<file path="config.mk">
export PLATFORM = sky130hd
export DESIGN_NAME = srec_line_checker_unit_flat
export DESIGN_NICKNAME = d
export VERILOG_FILES = /design/src/design/srec_pkg.sv /design/src/design/srec_if.sv /design/src/design/srec_chk_core.sv /design/src/design/srec_line_checker_unit.sv /design/src/flat_wrapper.sv
export SDC_FILE = /design/constraint.sdc
export NUM_CORES = 1
export LEC_CHECK = 0
export BUFFER_PORTS_ARGS = -buffer_cell sky130_fd_sc_hd__buf_2
export CAP_MARGIN = 40
export CORE_UTILIZATION = 50
export DETAILED_ROUTE_END_ITERATION = 8
export PLACE_DENSITY_LB_ADDON = 0.08
export REMOVE_ABC_BUFFERS = 1
export SLEW_MARGIN = 30
export SYNTH_ARGS = -nofsm -noshare
export SYNTH_HDL_FRONTEND = slang
export SYNTH_SLANG_ARGS = --single-unit
</file>
<file path="constraint.sdc">
create_clock -name clk -period 7.5 [get_ports clk]
set_clock_uncertainty 0.2 [all_clocks]
set_input_delay 0.75 -clock clk [delete_from_list [all_inputs] [get_ports clk]]
set_output_delay 0.75 -clock clk [all_outputs]
set_load 0.005 [all_outputs]
</file>
<file path="src/design/srec_pkg.sv">
// package: shared types, constants and helpers of the s-record line checker
package srec_pkg;

  localparam int MAX_RECORD_BYTES_DEF = 64;

  localparam int POS_W   = 10;
  localparam int ADDR_W  = 24;
  localparam int LINES_W = 16;

  localparam logic [7:0]         CHAR_S     = 8'h53;
  localparam logic [7:0]         SUM_OK     = 8'hFF;
  localparam logic [POS_W-1:0]   POS_HOLD_A = 10'd1022;
  localparam logic [POS_W-1:0]   POS_HOLD_B = 10'd1023;
  localparam logic [POS_W-1:0]   LEN_MIN    = 10'd6;
  localparam logic [POS_W-1:0]   LEN_MIN_S0 = 10'd10;
  localparam logic [LINES_W-1:0] LINES_MAX  = 16'hFFFF;

  // record type digits
  localparam logic [3:0] RT_HEADER = 4'h0;
  localparam logic [3:0] RT_DATA16 = 4'h1;
  localparam logic [3:0] RT_DATA24 = 4'h2;
  localparam logic [3:0] RT_COUNT  = 4'h5;
  localparam logic [3:0] RT_END24  = 4'h8;
  localparam logic [3:0] RT_END16  = 4'h9;

  // seen-kind flag bits
  localparam int KIND_HEADER = 0;
  localparam int KIND_DATA   = 1;
  localparam int KIND_COUNT  = 2;
  localparam int KIND_END    = 3;

  // register index, taken from paddr bit 2
  localparam logic REG_MIN_ADDRESS    = 1'b0;
  localparam logic REG_REQUIRED_TYPES = 1'b1;
  localparam logic [3:0] REQ_TYPES_RESET = 4'd11;

  typedef enum logic [3:0] {
    ST_OK        = 4'd0,
    ST_NO_S      = 4'd1,
    ST_SHORT     = 4'd2,
    ST_ODD       = 4'd3,
    ST_BAD_HEX   = 4'd4,
    ST_COUNT     = 4'd5,
    ST_CHECKSUM  = 4'd6,
    ST_BAD_S0    = 4'd7,
    ST_TOO_LONG  = 4'd8,
    ST_BAD_TYPE  = 4'd9
  } status_t;

  typedef struct packed {
    logic [3:0]         status;
    logic [3:0]         record_type;
    logic [ADDR_W-1:0]  record_address;
    logic [7:0]         data_bytes;
    logic               in_window;
    logic [LINES_W-1:0] data_lines;
    logic [3:0]         types_seen;
    logic               file_complete;
  } line_result_t;

  typedef struct packed {
    logic [7:0] char_code;
    logic       line_end;
    logic       file_start;
  } char_item_t;

  // bit 4 flags a valid hex digit, low nibble is its value (zero if invalid)
  function automatic logic [4:0] hex_decode(input logic [7:0] c);
    logic [4:0] r;
    r = 5'd0;
    if (c >= 8'h30 && c <= 8'h39) begin
      r = {1'b1, 4'(c - 8'h30)};
    end else if (c >= 8'h61 && c <= 8'h66) begin
      r = {1'b1, 4'(c - 8'h57)};
    end else if (c >= 8'h41 && c <= 8'h46) begin
      r = {1'b1, 4'(c - 8'h37)};
    end
    return r;
  endfunction

endpackage

</file>
<file path="src/design/srec_if.sv">
// interfaces: character item channel and line result channel
interface srec_in_if;
  import srec_pkg::*;
  logic       valid;
  logic       ready;
  logic [7:0] char_code;
  logic       line_end;
  logic       file_start;

  modport source (output valid, output char_code, output line_end, output file_start,
                  input ready);
  modport sink (input valid, input char_code, input line_end, input file_start,
                output ready);
endinterface

interface srec_out_if;
  import srec_pkg::*;
  logic               valid;
  logic               ready;
  logic [3:0]         status;
  logic [3:0]         record_type;
  logic [ADDR_W-1:0]  record_address;
  logic [7:0]         data_bytes;
  logic               in_window;
  logic [LINES_W-1:0] data_lines;
  logic [3:0]         types_seen;
  logic               file_complete;

  modport source (output valid, output status, output record_type, output record_address,
                  output data_bytes, output in_window, output data_lines,
                  output types_seen, output file_complete, input ready);
  modport sink (input valid, input status, input record_type, input record_address,
                input data_bytes, input in_window, input data_lines,
                input types_seen, input file_complete, output ready);
endinterface

</file>
<file path="src/design/srec_chk_core.sv">
// line state, per-character update and end-of-line checks
module srec_chk_core
  import srec_pkg::*;
#(
  parameter int MAX_RECORD_BYTES = MAX_RECORD_BYTES_DEF
) (
  input  logic              clk,
  input  logic              rst_n,
  input  logic              step_en,
  input  char_item_t        item,
  input  logic [ADDR_W-1:0] min_address,
  input  logic [3:0]        required_types,
  output line_result_t      result
);

  logic [POS_W-1:0]   pos_r, pos_nxt;
  logic [3:0]         upper_r, upper_nxt;
  logic [7:0]         sum_r, sum_nxt;
  logic [7:0]         count_r, count_nxt;
  logic [ADDR_W-1:0]  addr_r, addr_nxt;
  logic [3:0]         type_r, type_nxt;
  logic               start_bad_r, start_bad_nxt;
  logic               hex_bad_r, hex_bad_nxt;
  logic [3:0]         seen_r, seen_nxt;
  logic [LINES_W-1:0] lines_r, lines_nxt;

  logic [POS_W-1:0]   cur_pos, k;
  logic [4:0]         hx;
  logic [7:0]         b;
  logic [POS_W:0]     len_expect;
  logic [POS_W-1:0]   len_half;
  logic [7:0]         over;

  always_comb begin
    cur_pos       = item.file_start ? '0 : pos_r;
    upper_nxt     = item.file_start ? '0 : upper_r;
    sum_nxt       = item.file_start ? '0 : sum_r;
    count_nxt     = item.file_start ? '0 : count_r;
    addr_nxt      = item.file_start ? '0 : addr_r;
    type_nxt      = item.file_start ? '0 : type_r;
    start_bad_nxt = item.file_start ? 1'b0 : start_bad_r;
    hex_bad_nxt   = item.file_start ? 1'b0 : hex_bad_r;
    seen_nxt      = item.file_start ? '0 : seen_r;
    lines_nxt     = item.file_start ? '0 : lines_r;

    hx = hex_decode(item.char_code);
    b  = {upper_nxt, hx[3:0]};
    k  = (cur_pos - POS_W'(3)) >> 1;

    if (cur_pos == '0) begin
      if (item.char_code != CHAR_S) begin
        start_bad_nxt = 1'b1;
      end
    end else begin
      if (!hx[4]) begin
        hex_bad_nxt = 1'b1;
      end
      if (cur_pos == POS_W'(1)) begin
        type_nxt = hx[3:0];
      end else if (!cur_pos[0]) begin
        upper_nxt = hx[3:0];
      end else begin
        sum_nxt = sum_nxt + b;
        if (k == '0) begin
          count_nxt = b;
        end else if (type_nxt == RT_DATA16) begin
          if (k == POS_W'(1)) addr_nxt[15:8] = addr_nxt[15:8] | b;
          if (k == POS_W'(2)) addr_nxt[7:0]  = addr_nxt[7:0] | b;
        end else if (type_nxt == RT_DATA24) begin
          if (k == POS_W'(1)) addr_nxt[23:16] = addr_nxt[23:16] | b;
          if (k == POS_W'(2)) addr_nxt[15:8]  = addr_nxt[15:8] | b;
          if (k == POS_W'(3)) addr_nxt[7:0]   = addr_nxt[7:0] | b;
        end
      end
    end

    // saturate, alternating so parity stays right
    if (cur_pos < POS_HOLD_A) begin
      pos_nxt = cur_pos + POS_W'(1);
    end else if (cur_pos == POS_HOLD_A) begin
      pos_nxt = POS_HOLD_B;
    end else begin
      pos_nxt = POS_HOLD_A;
    end

    len_expect = (POS_W+1)'({count_nxt, 1'b0}) + (POS_W+1)'(4);
    len_half   = (pos_nxt - POS_W'(2)) >> 1;
    over       = (type_nxt == RT_DATA16) ? 8'd3 : 8'd4;

    result                = '0;
    result.record_type    = type_nxt;
    priority if (start_bad_nxt) begin
      result.status = ST_NO_S;
    end else if (pos_nxt < LEN_MIN) begin
      result.status = ST_SHORT;
    end else if (pos_nxt[0]) begin
      result.status = ST_ODD;
    end else if (hex_bad_nxt) begin
      result.status = ST_BAD_HEX;
    end else if ({1'b0, pos_nxt} != len_expect) begin
      result.status = ST_COUNT;
    end else if (sum_nxt != SUM_OK) begin
      result.status = ST_CHECKSUM;
    end else begin
      unique case (type_nxt)
        RT_HEADER: begin
          if (pos_nxt < LEN_MIN_S0) begin
            result.status = ST_BAD_S0;
          end else begin
            result.status = ST_OK;
            seen_nxt[KIND_HEADER] = 1'b1;
          end
        end
        RT_DATA16, RT_DATA24: begin
          if (len_half > POS_W'(MAX_RECORD_BYTES)) begin
            result.status = ST_TOO_LONG;
          end else begin
            result.status         = ST_OK;
            result.record_address = addr_nxt;
            result.data_bytes     = (count_nxt > over) ? (count_nxt - over) : 8'd0;
            result.in_window      = (addr_nxt >= min_address);
            if (lines_nxt != LINES_MAX) begin
              lines_nxt = lines_nxt + LINES_W'(1);
            end
            seen_nxt[KIND_DATA] = 1'b1;
          end
        end
        RT_COUNT: begin
          result.status = ST_OK;
          seen_nxt[KIND_COUNT] = 1'b1;
        end
        RT_END24, RT_END16: begin
          result.status = ST_OK;
          seen_nxt[KIND_END] = 1'b1;
        end
        default: begin
          result.status = ST_BAD_TYPE;
        end
      endcase
    end
    result.data_lines    = lines_nxt;
    result.types_seen    = seen_nxt;
    result.file_complete = ((seen_nxt & required_types) == required_types);
  end

  always_ff @(posedge clk) begin
    if (!rst_n) begin
      pos_r       <= '0;
      upper_r     <= '0;
      sum_r       <= '0;
      count_r     <= '0;
      addr_r      <= '0;
      type_r      <= '0;
      start_bad_r <= 1'b0;
      hex_bad_r   <= 1'b0;
      seen_r      <= '0;
      lines_r     <= '0;
    end else if (step_en) begin
      if (item.line_end) begin
        seen_r      <= seen_nxt;
        lines_r     <= lines_nxt;
        pos_r       <= '0;
        upper_r     <= '0;
        sum_r       <= '0;
        count_r     <= '0;
        addr_r      <= '0;
        type_r      <= '0;
        start_bad_r <= 1'b0;
        hex_bad_r   <= 1'b0;
      end else begin
        if (item.file_start) begin
          seen_r  <= '0;
          lines_r <= '0;
        end
        pos_r       <= pos_nxt;
        upper_r     <= upper_nxt;
        sum_r       <= sum_nxt;
        count_r     <= count_nxt;
        addr_r      <= addr_nxt;
        type_r      <= type_nxt;
        start_bad_r <= start_bad_nxt;
        hex_bad_r   <= hex_bad_nxt;
      end
    end
  end

endmodule

</file>
<file path="src/design/srec_line_checker_unit.sv">
// top level: s-record line checker with item channels and register port
// Checks Motorola S-record lines fed one character per item (CR/LF removed,
// line_end on the last character). Each item goes through an input register,
// then the line state update and checks, and a line's result lands in an output
// register; unless the input stalls, the block takes one character every cycle.
// While a finished result waits to be taken, characters inside a line still
// move on, and the input stalls only once the next line's last character sits
// in the input register.
// Registers: min_address at 0x0, required_types at 0x4 (reset 11); write them
// only while the block is idle.
module srec_line_checker_unit
  import srec_pkg::*;
#(
  parameter int MAX_RECORD_BYTES = MAX_RECORD_BYTES_DEF
) (
  input  logic          clk,
  input  logic          rst_n,
  srec_in_if.sink       in_ch,
  srec_out_if.source    out_ch,
  input  logic          cfg_psel,
  input  logic          cfg_penable,
  input  logic          cfg_pwrite,
  input  logic [2:0]    cfg_paddr,
  input  logic [31:0]   cfg_pwdata,
  output logic [31:0]   cfg_prdata,
  output logic          cfg_pready
);

  logic [ADDR_W-1:0] min_addr_r;
  logic [3:0]        req_types_r;
  logic              cfg_wr;

  logic              s1_v_r;
  char_item_t        s1_item_r;
  logic              out_v_r;
  line_result_t      out_res_r;
  line_result_t      core_res;
  logic              out_free, s1_go, in_acc;

  assign cfg_pready = 1'b1;
  assign cfg_wr     = cfg_psel && cfg_penable && cfg_pwrite;
  assign cfg_prdata = (cfg_paddr[2] == REG_REQUIRED_TYPES) ? {28'd0, req_types_r}
                                                           : {8'd0, min_addr_r};

  always_ff @(posedge clk) begin
    if (!rst_n) begin
      min_addr_r  <= '0;
      req_types_r <= REQ_TYPES_RESET;
    end else if (cfg_wr) begin
      if (cfg_paddr[2] == REG_MIN_ADDRESS) begin
        min_addr_r <= cfg_pwdata[ADDR_W-1:0];
      end else begin
        req_types_r <= cfg_pwdata[3:0];
      end
    end
  end

  assign out_free    = !out_v_r || out_ch.ready;
  assign s1_go       = s1_v_r && (!s1_item_r.line_end || out_free);
  assign in_ch.ready = !s1_v_r || s1_go;
  assign in_acc      = in_ch.valid && in_ch.ready;

  always_ff @(posedge clk) begin
    if (!rst_n) begin
      s1_v_r  <= 1'b0;
      out_v_r <= 1'b0;
    end else begin
      if (in_acc) begin
        s1_v_r <= 1'b1;
      end else if (s1_go) begin
        s1_v_r <= 1'b0;
      end
      if (s1_go && s1_item_r.line_end) begin
        out_v_r <= 1'b1;
      end else if (out_ch.ready) begin
        out_v_r <= 1'b0;
      end
    end
  end

  always_ff @(posedge clk) begin
    if (in_acc) begin
      s1_item_r.char_code  <= in_ch.char_code;
      s1_item_r.line_end   <= in_ch.line_end;
      s1_item_r.file_start <= in_ch.file_start;
    end
    if (s1_go && s1_item_r.line_end) begin
      out_res_r <= core_res;
    end
  end

  srec_chk_core #(
    .MAX_RECORD_BYTES(MAX_RECORD_BYTES)
  ) u_core (
    .clk            (clk),
    .rst_n          (rst_n),
    .step_en        (s1_go),
    .item           (s1_item_r),
    .min_address    (min_addr_r),
    .required_types (req_types_r),
    .result         (core_res)
  );

  assign out_ch.valid          = out_v_r;
  assign out_ch.status         = out_res_r.status;
  assign out_ch.record_type    = out_res_r.record_type;
  assign out_ch.record_address = out_res_r.record_address;
  assign out_ch.data_bytes     = out_res_r.data_bytes;
  assign out_ch.in_window      = out_res_r.in_window;
  assign out_ch.data_lines     = out_res_r.data_lines;
  assign out_ch.types_seen     = out_res_r.types_seen;
  assign out_ch.file_complete  = out_res_r.file_complete;

`ifndef SYNTHESIS
  a_fail_no_payload: assert property (@(posedge clk) disable iff (!rst_n)
    out_v_r && (out_res_r.status != ST_OK) |->
      (out_res_r.record_address == '0) && (out_res_r.data_bytes == '0) &&
      !out_res_r.in_window)
    else $error("failed line carries address or data count");

  a_window_data_only: assert property (@(posedge clk) disable iff (!rst_n)
    out_v_r && out_res_r.in_window |->
      (out_res_r.record_type == RT_DATA16) || (out_res_r.record_type == RT_DATA24))
    else $error("in_window set on a non-data record");

  a_result_holds: assert property (@(posedge clk) disable iff (!rst_n)
    out_v_r && !out_ch.ready |=> out_v_r && $stable(out_res_r))
    else $error("pending result lost or changed");

  a_no_result_midline: assert property (@(posedge clk) disable iff (!rst_n)
    !out_v_r && s1_go && !s1_item_r.line_end |=> !out_v_r)
    else $error("result produced without end of line");
`endif

endmodule

</file>
<file path="src/flat_wrapper.sv">
// flat-port wrapper written by rule: the top's interface ports become plain ports
module srec_line_checker_unit_flat import srec_pkg::*;
#(
  parameter int MAX_RECORD_BYTES = MAX_RECORD_BYTES_DEF
)
  (clk, rst_n, cfg_psel, cfg_penable, cfg_pwrite, cfg_paddr, cfg_pwdata, cfg_prdata, cfg_pready, in_ch_valid, in_ch_char_code, in_ch_line_end, in_ch_file_start, in_ch_ready, out_ch_valid, out_ch_status, out_ch_record_type, out_ch_record_address, out_ch_data_bytes, out_ch_in_window, out_ch_data_lines, out_ch_types_seen, out_ch_file_complete, out_ch_ready);
  srec_in_if in_ch_i ();
  srec_out_if out_ch_i ();
  input  logic clk;
  input  logic rst_n;
  input  logic cfg_psel;
  input  logic cfg_penable;
  input  logic cfg_pwrite;
  input  logic [2:0] cfg_paddr;
  input  logic [31:0] cfg_pwdata;
  output logic [31:0] cfg_prdata;
  output logic cfg_pready;
  input wire logic [$bits(in_ch_i.valid)-1:0] in_ch_valid;
  input wire logic [$bits(in_ch_i.char_code)-1:0] in_ch_char_code;
  input wire logic [$bits(in_ch_i.line_end)-1:0] in_ch_line_end;
  input wire logic [$bits(in_ch_i.file_start)-1:0] in_ch_file_start;
  output wire logic [$bits(in_ch_i.ready)-1:0] in_ch_ready;
  output wire logic [$bits(out_ch_i.valid)-1:0] out_ch_valid;
  output wire logic [$bits(out_ch_i.status)-1:0] out_ch_status;
  output wire logic [$bits(out_ch_i.record_type)-1:0] out_ch_record_type;
  output wire logic [$bits(out_ch_i.record_address)-1:0] out_ch_record_address;
  output wire logic [$bits(out_ch_i.data_bytes)-1:0] out_ch_data_bytes;
  output wire logic [$bits(out_ch_i.in_window)-1:0] out_ch_in_window;
  output wire logic [$bits(out_ch_i.data_lines)-1:0] out_ch_data_lines;
  output wire logic [$bits(out_ch_i.types_seen)-1:0] out_ch_types_seen;
  output wire logic [$bits(out_ch_i.file_complete)-1:0] out_ch_file_complete;
  input wire logic [$bits(out_ch_i.ready)-1:0] out_ch_ready;
  assign in_ch_i.valid = in_ch_valid;
  assign in_ch_i.char_code = in_ch_char_code;
  assign in_ch_i.line_end = in_ch_line_end;
  assign in_ch_i.file_start = in_ch_file_start;
  assign in_ch_ready = in_ch_i.ready;
  assign out_ch_valid = out_ch_i.valid;
  assign out_ch_status = out_ch_i.status;
  assign out_ch_record_type = out_ch_i.record_type;
  assign out_ch_record_address = out_ch_i.record_address;
  assign out_ch_data_bytes = out_ch_i.data_bytes;
  assign out_ch_in_window = out_ch_i.in_window;
  assign out_ch_data_lines = out_ch_i.data_lines;
  assign out_ch_types_seen = out_ch_i.types_seen;
  assign out_ch_file_complete = out_ch_i.file_complete;
  assign out_ch_i.ready = out_ch_ready;
  srec_line_checker_unit #(.MAX_RECORD_BYTES(MAX_RECORD_BYTES)) u_core (.clk(clk), .rst_n(rst_n), .in_ch(in_ch_i), .out_ch(out_ch_i), .cfg_psel(cfg_psel), .cfg_penable(cfg_penable), .cfg_pwrite(cfg_pwrite), .cfg_paddr(cfg_paddr), .cfg_pwdata(cfg_pwdata), .cfg_prdata(cfg_prdata), .cfg_pready(cfg_pready));
endmodule
</file>
==> flow_summary.toml <==
[route]
drt_iter0_drc = 747
antenna_left = 0
vias = 9242
drc = 0
dr.pass1.iters = 6
dr_wl_met2_microns = 12570
routed_wl_microns = 27890
wl_met1_microns = 13150
routed_via_density = 5.776
met3WireLength_microns = 1642
highest_layer = "met4"
wl_per_cell_microns = 17.43

[die]
dieArea_sq_um = 21980
core_sq_um = 21020
initial_core_util_pct = 50.88
die_y_microns = 148.3
io-pin-count = 149
die_w_microns = 148.3
core.rowCount = 53

[setup_path]
critPathLaunchType = "register"
cp_data_arrival_time_ns = 6.22
crit_fanout = 13
required_ns = 7.49
path_class = "register to register"
cp-end-kind = "register"

[timing]
tightestPinTransition_ns = 0.9111
setup_viol = 0
rsz0062_at_grt = "no"
maxSlewViolCount = 0
slew_headroom_pct = 38.85
fin_crit_sh_pct = 83.10
finalCriticalPeriod_ns = 6.233
setup_tns_ns = 0
clock.fmax_mhz = 160.4
hold_viol = 0

[grt]
grt-ovfl-total = 0
grt_max_degree = 85
grt_pass1_vias = 8361
grt_antenna_before_repair = 0
grtUsageTotal_pct = 25.43
grt_pass1_wl_microns = 43790

[clock_network]
cts-htree-levels = 4
clock_latency_ns = 0.44
hold_buffers = 0
cts_tree = "built"
cts-buffers-inserted = 17
cts.sinks = 182
cts_root_buffer = "clkbuf_16"
cts_max_path_buffers = 2
post_cts_buffers = 0
post_cts_resized = 0
path_clk_slew_ns = 0.07

[placement]
placedInstanceArea_sq_um = 11500
gp_congestion = 0.9027
hpwl_microns = 18720
dp.cells = 1567
io_buffers = 129

[run]
drv_cap = 0

[synthesis]
yosys.area_share.simple_pct = 24.86
synth_top_family_by_area = "simple AND/OR/NAND/NOR gates"
yosys.cell_types.count = 80
synth_area_sq_um = 10700
yosysWarnings = 0
synth_flop_cell = "dfxtp_1"
yosys-top-cells-area = "dfxtp_1 (21%), edfxtp_1 (20%), nand2_1 (5.0%), ha_1 (4.6%), nor2b_1 (3.8%)"
yosysSeqAreaShare_pct = 40.80
synthArstFlopShare_pct = 0
synthCells = 1222
ys_ff_latch = 182
synth_compound_area_share_pct = 19.15
synth-xor-area-share_pct = 2.784
yosysTopAreaCell = "dfxtp_1"
yosysTopAreaCellShare_pct = 20.59
synth_mux_area_share_pct = 1.603
syn_area_per_cell_sq_um = 8.753
synthAdderAreaFrac_pct = 4.936
synth_edf_count = 72

[run_status]
outcome = "completed"

[finish]
area.growth.synth_to_final_pct = 12.75
final_nets = 1405
mostFrequentLayoutCells = "nand2_1 (141), buf_2 (129), dfxtp_1 (110)"
n_fill_cell = 1937
diodes = 0
post-route-util_pct = 57.37
seq_area_sq_um = 4364
final_common_cell = "nand2_1"
layout.cells.non_filler = 1600
stdcell_area_sq_um = 12060
drive_gt1_share_pct = 16.53
multi_input_area_sq_um = 5758

[power]
p_leak_nw = 4.787
irDropWorstVdd_v = 0.0001616
power_mw = 2.028
p_per_area_nw_per_um2 = 168.1

[hold_path]
worstHoldPathType = "register to register"
where the power goes:
| part | total (mW) | switching [mW] | internal (mW) |
|---|---|---|---|
| registers | 1.04 | 0.00926 | 1.03 |
| logic | 0.111 | 0.0746 | 0.0362 |
| clock network | 0.874 | 0.413 | 0.461 |
| total | 2.03 | 0.497 | 1.53 |
metal layers:
metal	vias to the layer above	global-route usage (%)
met5	-	0
met4	0	9.794
met3	35	3.313
met2	322	40.45
met1	4335	35.14
li1	4550	-
cells in the mapped netlist (5+ instances only):
cell and instances:
or3_1 10, a21o_1 14, o31ai_1 6, a32oi_1 5, nand4b_1 5, nor3_1 22
and3_1 14, a22o_1 8, nand2b_1 13, a211oi_1 5, a22oi_1 42, ha_1 39
mux2i_1 10, o2bb2ai_1 5, nand2_1 142, o22ai_1 5, edfxtp_1 72, xor2_1 9
nor2_1 90, o21ai_0 63, o211ai_1 6, a21oi_1 31, o21a_1 5, buf_1 7
a31oi_1 7, or2_2 8, nand3_1 35, xnor2_1 25, buf_4 10, and2_1 42
a21boi_0 31, a311oi_1 12, nand4_1 22, dfxtp_1 110, inv_1 65, nor4_1 9
or4_1 12, mux2_2 5, clkbuf_1 59, a31o_2 5, nor2b_1 65
worst max-delay path: stages, from the launching register on:
cell	delay, ns
edfxtp_1	0.41
nor4bb_1	0.62
o211ai_1	0.22
nand2_1	0.40
ha_1	0.28
inv_1	0.07
fa_1	0.39
nand2b_1	0.18
a21oi_1	0.14
nor2_1	0.05
o31a_1	0.27
or4_1	0.65
nor4_2	0.35
o2111ai_2	0.46
nor3_2	0.57
buf_4	0.28
nand4_1	0.14
mux2_2	0.29
area by class of cell:
cell class	count	area share, %
Timing Repair Buffer	147	6.619
Inverter	65	2.023
Sequential cell	182	36.19
Clock inverter	14	1.017
Clock buffer	18	3.558
Tap cell	275	2.853
Multi-Input combinational cell	899	47.74
cell families (layout without fill, tap and decap cells):
| family | after synthesis | count (layout) |
|---|---|---|
| simple gates | 513 | 513 |
| other cells | 2 | 9 |
| buf+inv | 148 | 244 |
| xor+xnor | 34 | 34 |
| mux | 16 | 16 |
| flops | 182 | 182 |
| compound gates | 286 | 286 |
| fa+ha+maj | 41 | 41 |
worst paths after layout:
check             slack, ns  depth (start not counted)                startpoint                     endpoint
setup / recovery       1.27                         17       u_core.s1_item_r[8]  u_core.out_ch.data_lines[4]
hold / removal         0.26                          1  u_core.u_core.lines_r[1]     u_core.u_core.lines_r[1]
setup reg to reg       1.27                         17       u_core.s1_item_r[8]  u_core.out_ch.data_lines[4]
hold reg to reg        0.26                          1  u_core.u_core.lines_r[1]     u_core.u_core.lines_r[1]
metrics by stage:
| step | hold slack, ns | worst slack [ns] |
|---|---|---|
| 6_report | 0.2647 | 1.267 |
| 5_1_grt | 0.2742 | 0.9909 |
| 4_1_cts | 0.2679 | 1.337 |
| 3_5_place_dp | 0.2521 | 1.373 |
| 3_3_place_gp | 0.2436 | 1.476 |
| 2_1_floorplan | 0.2342 | 1.988 |
flip-flops by register name, indices dropped and copies added, names as in the netlist, 4 cells and up:
name                          flops
u_core.u_core.pos_r              10
u_core.out_ch.types_seen          4
u_core.min_addr_r                24
u_core.u_core.lines_r            16
u_core.u_core.addr_r             24
u_core.u_core.upper_r             4
u_core.out_ch.status              4
u_core.out_ch.data_bytes          8
u_core.out_ch.record_type         4
u_core.u_core.count_r             8
u_core.out_ch.record_address     24
u_core.u_core.type_r              4
u_core.s1_item_r                 10
u_core.out_ch.data_lines         16
u_core.req_types_r                4
u_core.u_core.sum_r               8
u_core.u_core.seen_r              4
No activity file was read; power rests on OpenSTA's default activity.
